--- config.mk ---
export PLATFORM = sky130hd
export DESIGN_NAME = keyed_sip_hash_2_4
export DESIGN_NICKNAME = d
export VERILOG_FILES = /design/src/sv/ksh_pkg.sv /design/src/sv/ksh_round.sv /design/src/sv/keyed_sip_hash_2_4.sv
export VERILOG_INCLUDE_DIRS = /design/src /design/src/sv
export SDC_FILE = /design/constraint.sdc
export NUM_CORES = 2
export LEC_CHECK = 0
export BUFFER_PORTS_ARGS = -buffer_cell sky130_fd_sc_hd__buf_4
export CAP_MARGIN = 20
export CORE_UTILIZATION = 50
export DETAILED_ROUTE_END_ITERATION = 6
export PLACE_DENSITY_LB_ADDON = 0.05
export SYNTH_ARGS = -nofsm -noshare
export SYNTH_HDL_FRONTEND = slang
export SYNTH_SLANG_ARGS = --single-unit
--- constraint.sdc ---
create_clock -name clk -period 11.5 [get_ports clk]
set_input_delay 1.15 -clock clk [delete_from_list [all_inputs] [get_ports clk]]
set_output_delay 1.15 -clock clk [all_outputs]
set_load 0.01 [all_outputs]
--- src/sv/keyed_sip_hash_2_4_macros.svh ---
// ----------------------------------------------------------------------------
// keyed_sip_hash_2_4_macros.svh
// Assertion macros used by the hash engine RTL.
// ----------------------------------------------------------------------------
`ifndef KEYED_SIP_HASH_2_4_MACROS_SVH
`define KEYED_SIP_HASH_2_4_MACROS_SVH

`ifndef ASSERT_OFF
// Clocked check on clk, held off during reset.
`define KSH_ASSERT(label, prop) \
    label: assert property (@(posedge clk) disable iff (!rst_n) (prop)) \
        else $error("keyed_sip_hash_2_4 assertion failed");
// Expression must never be true.
`define KSH_ASSERT_NEVER(label, expr) `KSH_ASSERT(label, !(expr))
`else
`define KSH_ASSERT(label, prop)
`define KSH_ASSERT_NEVER(label, expr)
`endif

`endif

--- src/sv/ksh_pkg.sv ---
// ----------------------------------------------------------------------------
// ksh_pkg
// Types and constants of the SipHash-2-4 engine.
// ----------------------------------------------------------------------------
`default_nettype none

package ksh_pkg;

    typedef struct packed {
        logic [63:0] a;
        logic [63:0] b;
        logic [63:0] c;
        logic [63:0] d;
    } lanes_t;

    localparam logic [63:0] INIT_C0   = 64'h736f6d6570736575;
    localparam logic [63:0] INIT_C1   = 64'h646f72616e646f6d;
    localparam logic [63:0] INIT_C2   = 64'h6c7967656e657261;
    localparam logic [63:0] INIT_C3   = 64'h7465646279746573;
    localparam logic [63:0] FINAL_XOR = 64'h00000000000000ff;
    localparam int          LEN_SHIFT = 56;

    // Rounds per compressed block, and in total for a closing item
    localparam logic [2:0]  C_ROUNDS     = 3'd2;
    localparam logic [2:0]  TOTAL_ROUNDS = 3'd6;

endpackage

`default_nettype wire

--- src/sv/ksh_round.sv ---
// ----------------------------------------------------------------------------
// ksh_round
// One SipRound over the four 64-bit lanes, combinational.
// ----------------------------------------------------------------------------
`default_nettype none

module ksh_round
    import ksh_pkg::*;
(
    input  wire lanes_t v_in,
    output lanes_t      v_out
);

    logic [63:0] a1, b1, c1, d1;
    logic [63:0] a2, b2, c2, d2;
    logic [63:0] a3, c3;

    always_comb
    begin
        // first half
        a1 = v_in.a + v_in.b;
        b1 = {v_in.b[50:0], v_in.b[63:51]} ^ a1;
        a2 = {a1[31:0], a1[63:32]};
        c1 = v_in.c + v_in.d;
        d1 = {v_in.d[47:0], v_in.d[63:48]} ^ c1;
        // second half
        a3 = a2 + d1;
        d2 = {d1[42:0], d1[63:43]} ^ a3;
        c2 = c1 + b1;
        b2 = {b1[46:0], b1[63:47]} ^ c2;
        c3 = {c2[31:0], c2[63:32]};

        v_out.a = a3;
        v_out.b = b2;
        v_out.c = c3;
        v_out.d = d2;
    end

endmodule

`default_nettype wire

--- src/sv/keyed_sip_hash_2_4.sv ---
// Items pass one at a time through the single SipRound unit, one round per
// cycle except while a closing item waits for the output register to drain;
// in_ready stays low until the current item's last round is done.
// Reset (rst_n low, async): keys clear, no message open, no result pending.
// ----------------------------------------------------------------------------
// keyed_sip_hash_2_4
// SipHash-2-4 engine: 64-bit little-endian words in, one 64-bit hash per
// message out. Keys are written over an APB-style port.
// ----------------------------------------------------------------------------
`default_nettype none
`include "keyed_sip_hash_2_4_macros.svh"

module keyed_sip_hash_2_4
    import ksh_pkg::*;
(
    input  wire         clk,
    input  wire         rst_n,
    // configuration port: key_low at 0x0, key_high at 0x8
    input  wire         psel,
    input  wire         penable,
    input  wire         pwrite,
    input  wire  [3:0]  paddr,
    input  wire  [63:0] pwdata,
    output logic [63:0] prdata,
    output logic        pready,
    // input items
    input  wire         in_valid,
    output logic        in_ready,
    input  wire  [63:0] msg_word,
    input  wire  [2:0]  tail_bytes,
    input  wire         last,
    // result items
    output logic        out_valid,
    input  wire         out_ready,
    output logic [63:0] hash_value
);

    // sequencer states
    localparam logic ST_IDLE = 1'b0;
    localparam logic ST_RUN  = 1'b1;

    // ------------------------------------------------------------------
    // Key registers. Only paddr[3] is decoded: it picks the key half.
    // ------------------------------------------------------------------
    logic [63:0] key_low_reg, key_high_reg;
    logic        cfg_wr;

    assign pready = 1'b1;
    assign cfg_wr = psel && penable && pwrite;
    assign prdata = paddr[3] ? key_high_reg : key_low_reg;

    always_ff @(posedge clk or negedge rst_n)
    begin
        if (!rst_n)
        begin
            key_low_reg  <= '0;
            key_high_reg <= '0;
        end
        else if (cfg_wr)
        begin
            if (paddr[3])
            begin
                key_high_reg <= pwdata;
            end
            else
            begin
                key_low_reg <= pwdata;
            end
        end
    end

    // ------------------------------------------------------------------
    // Sequencer and lane state
    // ------------------------------------------------------------------
    logic        state_reg, state_next;
    logic [2:0]  cnt_reg, cnt_next;       // rounds already done on this item
    logic        open_reg, open_next;     // message in progress
    logic        last_reg, last_next;     // item in flight closes the message
    logic [7:0]  len_reg, len_next;       // message length mod 256
    logic [63:0] blk_reg, blk_next;       // block folded into lane a
    lanes_t      lanes_reg, lanes_next;
    logic        out_valid_reg, out_valid_next;
    logic [63:0] hash_reg, hash_next;

    lanes_t      round_in, round_out, start_lanes;
    logic [7:0]  len_base, len_total;
    logic [63:0] in_block;
    logic        accept, final_step, fold_step, out_free;

    ksh_round u_round (
        .v_in  (round_in),
        .v_out (round_out)
    );

    assign in_ready  = (state_reg == ST_IDLE);
    assign accept    = in_valid && in_ready;
    assign out_free  = !out_valid_reg || out_ready;
    assign out_valid = out_valid_reg;
    assign hash_value = hash_reg;

    always_comb
    begin
        // lanes at the start of this item: fresh from the keys on a new message
        if (open_reg)
        begin
            start_lanes = lanes_reg;
            len_base    = len_reg;
        end
        else
        begin
            start_lanes.a = key_low_reg  ^ INIT_C0;
            start_lanes.b = key_high_reg ^ INIT_C1;
            start_lanes.c = key_low_reg  ^ INIT_C2;
            start_lanes.d = key_high_reg ^ INIT_C3;
            len_base      = '0;
        end

        // final block: tail bytes under the length byte; a full word as is
        len_total = len_base + {5'd0, tail_bytes};
        in_block  = msg_word;
        if (last)
        begin
            for (int i = 0; i < 8; i++)
            begin
                if (3'(i) >= tail_bytes)
                begin
                    in_block[8*i +: 8] = 8'd0;
                end
            end
            in_block[LEN_SHIFT +: 8] = len_total;
        end

        // round unit feed: first round runs in the accept cycle
        if (state_reg == ST_IDLE)
        begin
            round_in   = start_lanes;
            round_in.d = start_lanes.d ^ in_block;
        end
        else
        begin
            round_in = lanes_reg;
        end

        fold_step  = (state_reg == ST_RUN) && (cnt_reg == C_ROUNDS - 3'd1);
        final_step = (state_reg == ST_RUN) &&
                     (last_reg ? (cnt_reg == TOTAL_ROUNDS - 3'd1)
                               : (cnt_reg == C_ROUNDS - 3'd1));

        state_next     = state_reg;
        cnt_next       = cnt_reg;
        open_next      = open_reg;
        last_next      = last_reg;
        len_next       = len_reg;
        blk_next       = blk_reg;
        lanes_next     = lanes_reg;
        out_valid_next = out_valid_reg && !out_ready;
        hash_next      = hash_reg;

        case (state_reg)
            ST_IDLE:
            begin
                if (accept)
                begin
                    state_next = ST_RUN;
                    cnt_next   = 3'd1;
                    open_next  = 1'b1;
                    last_next  = last;
                    len_next   = last ? 8'd0 : (len_base + 8'd8);
                    blk_next   = in_block;
                    lanes_next = round_out;
                end
            end
            ST_RUN:
            begin
                // a closing item waits for the output register to drain
                if (!(final_step && last_reg && !out_free))
                begin
                    lanes_next = round_out;
                    cnt_next   = cnt_reg + 3'd1;
                    if (fold_step)
                    begin
                        lanes_next.a = round_out.a ^ blk_reg;
                        if (last_reg)
                        begin
                            lanes_next.c = round_out.c ^ FINAL_XOR;
                        end
                    end
                    if (final_step)
                    begin
                        state_next = ST_IDLE;
                        cnt_next   = 3'd0;
                        if (last_reg)
                        begin
                            open_next      = 1'b0;
                            out_valid_next = 1'b1;
                            hash_next      = round_out.a ^ round_out.b ^
                                             round_out.c ^ round_out.d;
                        end
                    end
                end
            end
            default:
            begin
                state_next = ST_IDLE;
                cnt_next   = 3'd0;
            end
        endcase
    end

    always_ff @(posedge clk or negedge rst_n)
    begin
        if (!rst_n)
        begin
            state_reg     <= ST_IDLE;
            cnt_reg       <= 3'd0;
            open_reg      <= 1'b0;
            last_reg      <= 1'b0;
            len_reg       <= 8'd0;
            out_valid_reg <= 1'b0;
        end
        else
        begin
            state_reg     <= state_next;
            cnt_reg       <= cnt_next;
            open_reg      <= open_next;
            last_reg      <= last_next;
            len_reg       <= len_next;
            out_valid_reg <= out_valid_next;
        end
    end

    // payload registers, no reset
    always_ff @(posedge clk)
    begin
        blk_reg   <= blk_next;
        lanes_reg <= lanes_next;
        hash_reg  <= hash_next;
    end

    // ------------------------------------------------------------------
    // Checks
    // ------------------------------------------------------------------
    `KSH_ASSERT(a_word_runs, accept |=> (state_reg == ST_RUN) && (cnt_reg == 3'd1))
    `KSH_ASSERT(a_run_count, (state_reg == ST_RUN) |-> (cnt_reg != 3'd0))
    `KSH_ASSERT(a_hash_closes, $rose(out_valid_reg) |-> !open_reg && $past(last_reg))
    `KSH_ASSERT_NEVER(a_count_range, cnt_reg >= TOTAL_ROUNDS)

endmodule

`default_nettype wire

# Word level (Yosys, flattened, before mapping)
# Index checks and enable logic that the tools add are counted.
totals:
  regBits: 527
  in_bits: 143
  output_inout_bits: 131
op_classes:
  addsub: 7
  n_lt_le_gt_ge: 7
  n_eq_ne: 6
  n_mux: 37
  n_bitwise: 17
  reduce_logical: 18
ops:
  columns: ["op", "n"]
  rows:
  - ["256-bit 2-to-1 mux", 4]
  - ["64-bit XOR", 9]
  - ["256-bit case mux with 2 select lines", 1]
  - ["64-bit adder", 4]
  - ["64-bit 2-to-1 mux", 3]
  - ["8-bit 2-to-1 mux", 11]
  - ["37-bit inverter", 1]
  - ["35-bit inverter", 1]
  - ["34-bit inverter", 1]
  - ["32-bit inverter", 1]
  - ["1-bit 2-to-1 mux", 12]
  - ["3-bit >= comparator, first input constant", 3]
  - ["3-bit 2-to-1 mux", 3]
  - ["8-bit by 3-bit adder with 8-bit output", 1]
  - ["8-bit by 4-bit adder with 8-bit output, second input constant", 1]
  - ["1-bit logical AND", 8]
  - ["8-bit inverter", 1]
  - ["2-bit AND reduction", 4]
  - ["4-bit AND reduction", 2]
  - ["1-bit by 3-bit >= comparator with 1-bit output, first input constant", 2]
  - ["2-bit by 3-bit >= comparator with 1-bit output, first input constant", 2]
  - ["2-bit by 1-bit != test with 1-bit output, second input constant", 3]
  - ["3-bit case mux with 2 select lines", 1]
  - ["1-bit case mux with 2 select lines", 2]
  - ["7 further kinds", 11]

# Longest topological paths before layout
logic_depth:
  word_depth: 13
  depth_mapped: 40
  mapped_depth_nobuf: 36

# Hierarchy
# Synthesis repeated with hierarchy kept, for this count alone.
hier_totals:
  hier_cells: 4600
  hier_area_um2: 42987.5
by_module_without_submodules:
  columns: ["mod", "instances", "cells_per_inst", "area_each_um2", "seq_area_each_um2"]
  rows:
  - ["keyed_sip_hash_2_4", 1, 2180, 25553.3, 15109.5]
  - ["ksh_round", 1, 2420, 17434.2, 0.0]

# Worst setup path before layout
# OpenSTA, ideal clock, no wires.
synth_path:
  path_type: "reg2reg"
  start: "register state_reg"
  end: "register lanes_reg[0] (netlist name), enable pin"
  arrival_time_ps: 6805
  required_time_ps: 9547
  slack_ps: 2742
  stages_incl_launch_ff: 10
  cell_sequence: "dfrtp_1 > clkbuf_1 > clkbuf_1 > buf_1 > clkbuf_1 > buf_1 > clkbuf_1 > nand4_1 > o21ai_0 > nand2_1"
synth_between:
  elab_chain_cells: 5
  elab_cells_between_ends: 8
  cone_classes: "2 x eq/ne; 1 x bitwise; 5 x reduce/logical"
synth_rtl:
  columns: ["item", "line", "rtl"]
  rows:
  - ["start: declaration", "keyed_sip_hash_2_4.sv:75", "logic state_reg, state_next;"]
  - ["start signal: assignment", "keyed_sip_hash_2_4.sv:223", "state_reg <= state_next;"]
  - ["1-bit logical AND", "keyed_sip_hash_2_4.sv:145", "final_step = (state_reg == ST_RUN) &&"]
  - ["1-bit logical AND (2 in a row)", "keyed_sip_hash_2_4.sv:176", "if (!(final_step && last_reg && !out_free))"]
  - ["2-bit != test (no line)", null, null]
  - ["2-bit AND reduction (no line) (*)", null, null]
  - ["end signal: assignment", "keyed_sip_hash_2_4.sv:236", "lanes_reg <= lanes_next;"]
  - ["end: declaration", "keyed_sip_hash_2_4.sv:81", "lanes_t lanes_reg, lanes_next;"]
# Every way passes the cells marked *; elsewhere a longest branch is shown, timed or not.
# A chain may end at the register's enable or synchronous reset.

==> run_results.csv <==
group,metric,value,unit
drt,via_count,40200,
drt,drt_first_iter_violations,5501,
synthesis,synthArstFlopShare,0.271,
worst_setup_path,crit_start,"last",
synthesis,ys_ff_latch,527,
worst_setup_path,path_class,"input pin to flop",
place,portBuffers,269,
synthesis,synthMuxAreaShare,0.0599,
layout,layout-drive-gt1-share,0.171,
global_routing,grt_pass1_wl,294000,um
layout,largest_register_ff_count,256,
timing,hold_violations,0,
layout,layout_commonest_cell,"nand2_1",
timing,tightestPinTransition,1.48,ns
timing,fin_crit,10.19,ns
worst_setup_path,critPathRequiredTime,11.89,ns
timing,rsz0062_at_grt,"no",
die,dieArea,86000,um2
cts,clkTransAtPathRegs,0.06,ns
die,ios,274,
place,hpwl,184000,um
layout,fin_util,0.585,
synthesis,synth_top_family_by_area,"compound AO/OA/AOI/OAI gates",
job,cap_violations,0,
layout,area_growth_syn_to_layout,15.6,%
global_routing,overflow,0,
worst_setup_path,end_kind,"flop",
drt,routed_via_density,6.54,
synthesis,ys_types,94,
synthesis,synth-compound-area-share,0.179,
status,outcome,"finished with violations",
cts,htree_num_levels,2,
synthesis,syn_area,42400,um2
die,row_count,106,
synthesis,yosys_most_used_dff,"edfxtp_1",
synthesis,yosysSeqAreaShare,0.356,
synthesis,yosys.area_share.simple,0.123,
die,floorplan.initialDensity,0.506,
timing,skew,0.0291,ns
place,gp_congestion,1.17,
die,fp.dieW,293,um
global_routing,grt_max_degree,81,
worst_setup_path,cpMostUsedCell,"a21oi_1",
synthesis,synth-edff-count,384,
synthesis,ys.warnings.count,0,
worst_setup_path,critPathMaxFanout,32,
worst_setup_path,worstPathArrival,10.57,ns
hold_path,hold_start,"len_reg[0]",
timing,slew_viol_final,0,
layout,instances_no_fill,6144,
worst_setup_path,cpMaxStageDelayCell,"a221oi_1",
global_routing,antenna_found_initial,15,
cts,clk_latency,0.67,ns
place,place_inst,6018,
drt,wirelength,220000,um
layout,finalNetCount,5358,
place,place_ws,1.19,ns
worst_setup_path,slowest_delay,0.64,ns
timing,tns,0,ns
drt,dr.pass1.iters,7,
cts,ctsHoldBuffers,0,
timing,fin_crit_sh,0.886,
hold_path,hold_path_class,"flop to flop",
cts,cts-buffers-inserted,60,
cts,cts_root_buf,"clkbuf_16",
die,die_height,293,um
layout,final_cell_mix,"591 x nand2_1, 501 x xnor2_1, 485 x buf_4",
cts,cts.sinks,527,
timing,fin_ws,1.31,ns
synthesis,synth.avg_cell_area,9.25,um2
worst_setup_path,startpoint_type,"input pin",
cts,tritoncts,"yes",
synthesis,syn_nets,4987,
global_routing,grt_util_all_layers,0.500,
cts,cts.path.max_buffers,3,
drt,ant_nets,0,
timing,fmax,98.2,MHz
cts,post_cts_resized,0,
drt,wl_per_cell,35.8,um
die,core,83800,um2
drt,drc_errors,1,
synthesis,synth_xor_area_frac,0.166,
timing,slew_headroom,0.0145,
timing,final-setup-viol-count,0,
status,failed_checks,"DRC",
synthesis,syn_inst,4585,
global_routing,first_global_vias,37200,
worst_setup_path,r2r-start,"state_reg",
synthesis,synth_fa_ha_area_frac,0.0778,
cts,postCtsSetupRepairBufs,0,
==> critical path, delay by kind of cell <==
kind                       cells  cell delay, ns
AOI/OAI and AO/OA             19            4.95
xor gates and xnor gates       4            1.61
and+or+nand+nor                6            1.16
adders and majority gates      2            0.88
buffers and inverters          3            0.80
==> metal layers <==
metal	up-vias	global-route usage	part of all wire
li1	17100	-	-
met1	19500	0.638	0.37
met2	2998	0.691	0.39
met3	614	0.192	0.15
met4	12	0.348	0.085
met5	-	0	0.00034
==> cell families after synthesis <==
group                      after synthesis
muxes                                  229
adders and majority gates              261
buffers and inverters                  423
xor gates and xnor gates               792
and+or+nand+nor                       1151
other                                    1
DFF                                    527
AOI/OAI and AO/OA                     1201
==> cell type report <==
cell class | instances | area, um2
sequential | 527 | 15100
fill | 7438 | 34800
antenna | 3 | 7.51
timing repair buffer | 495 | 3750
multi-input combinational | 3635 | 25800
inverter | 237 | 891
clock inverter | 35 | 359
clock buffer | 78 | 1680
tap | 1134 | 1420
==> through the flow <==
stage / hold WS (ns) / area, um2
final: 0.484 / 49000
after floorplan: 0.445 / 42400
after global routing: 0.489 / 49000
after CTS: 0.484 / 48900
after detailed placement: 0.465 / 46900
after global placement: 0.466 / 46900
==> path summary, 6_finish.rpt <==
check                           slack [ns]  depth (start not counted)          endpoint
max in group asynchronous             9.55                          2  key_high_reg[56]
worst min-delay path                  0.48                          1        len_reg[0]
worst max-delay path                  1.31                         34    lanes_reg[253]
worst min register to register        0.48                          1        len_reg[0]
worst max register to register        1.34                         33    hash_value[10]
min in group asynchronous             0.53                          1        cnt_reg[0]
==> cell usage after synthesis (31+ instances only) <==
| cell type | n | area (um2) |
|---|---|---|
| a31oi_1 | 38 | 238 |
| nand4_1 | 62 | 388 |
| nand2b_1 | 40 | 250 |
| a22oi_1 | 34 | 255 |
| a21oi_1 | 348 | 1740 |
| mux2_2 | 197 | 2220 |
| mux2i_1 | 32 | 320 |
| o21ai_0 | 326 | 1630 |
| a21o_1 | 155 | 1160 |
| nor2b_1 | 43 | 269 |
| nor3_1 | 82 | 410 |
| dfrtp_1 | 143 | 3580 |
| xnor2_1 | 506 | 4430 |
| inv_1 | 236 | 886 |
| ha_1 | 254 | 3180 |
| and2_1 | 31 | 194 |
| xor2_1 | 277 | 2430 |
| nand2_1 | 592 | 2220 |
| clkbuf_1 | 159 | 597 |
| nor2_1 | 152 | 571 |
| o21a_1 | 45 | 338 |
| edfxtp_1 | 384 | 11500 |
| o21bai_1 | 49 | 368 |
| nand3_1 | 66 | 330 |
Power is not shown: default switching activity piles up to over one toggle a cycle in this logic, so the estimate is an artifact.
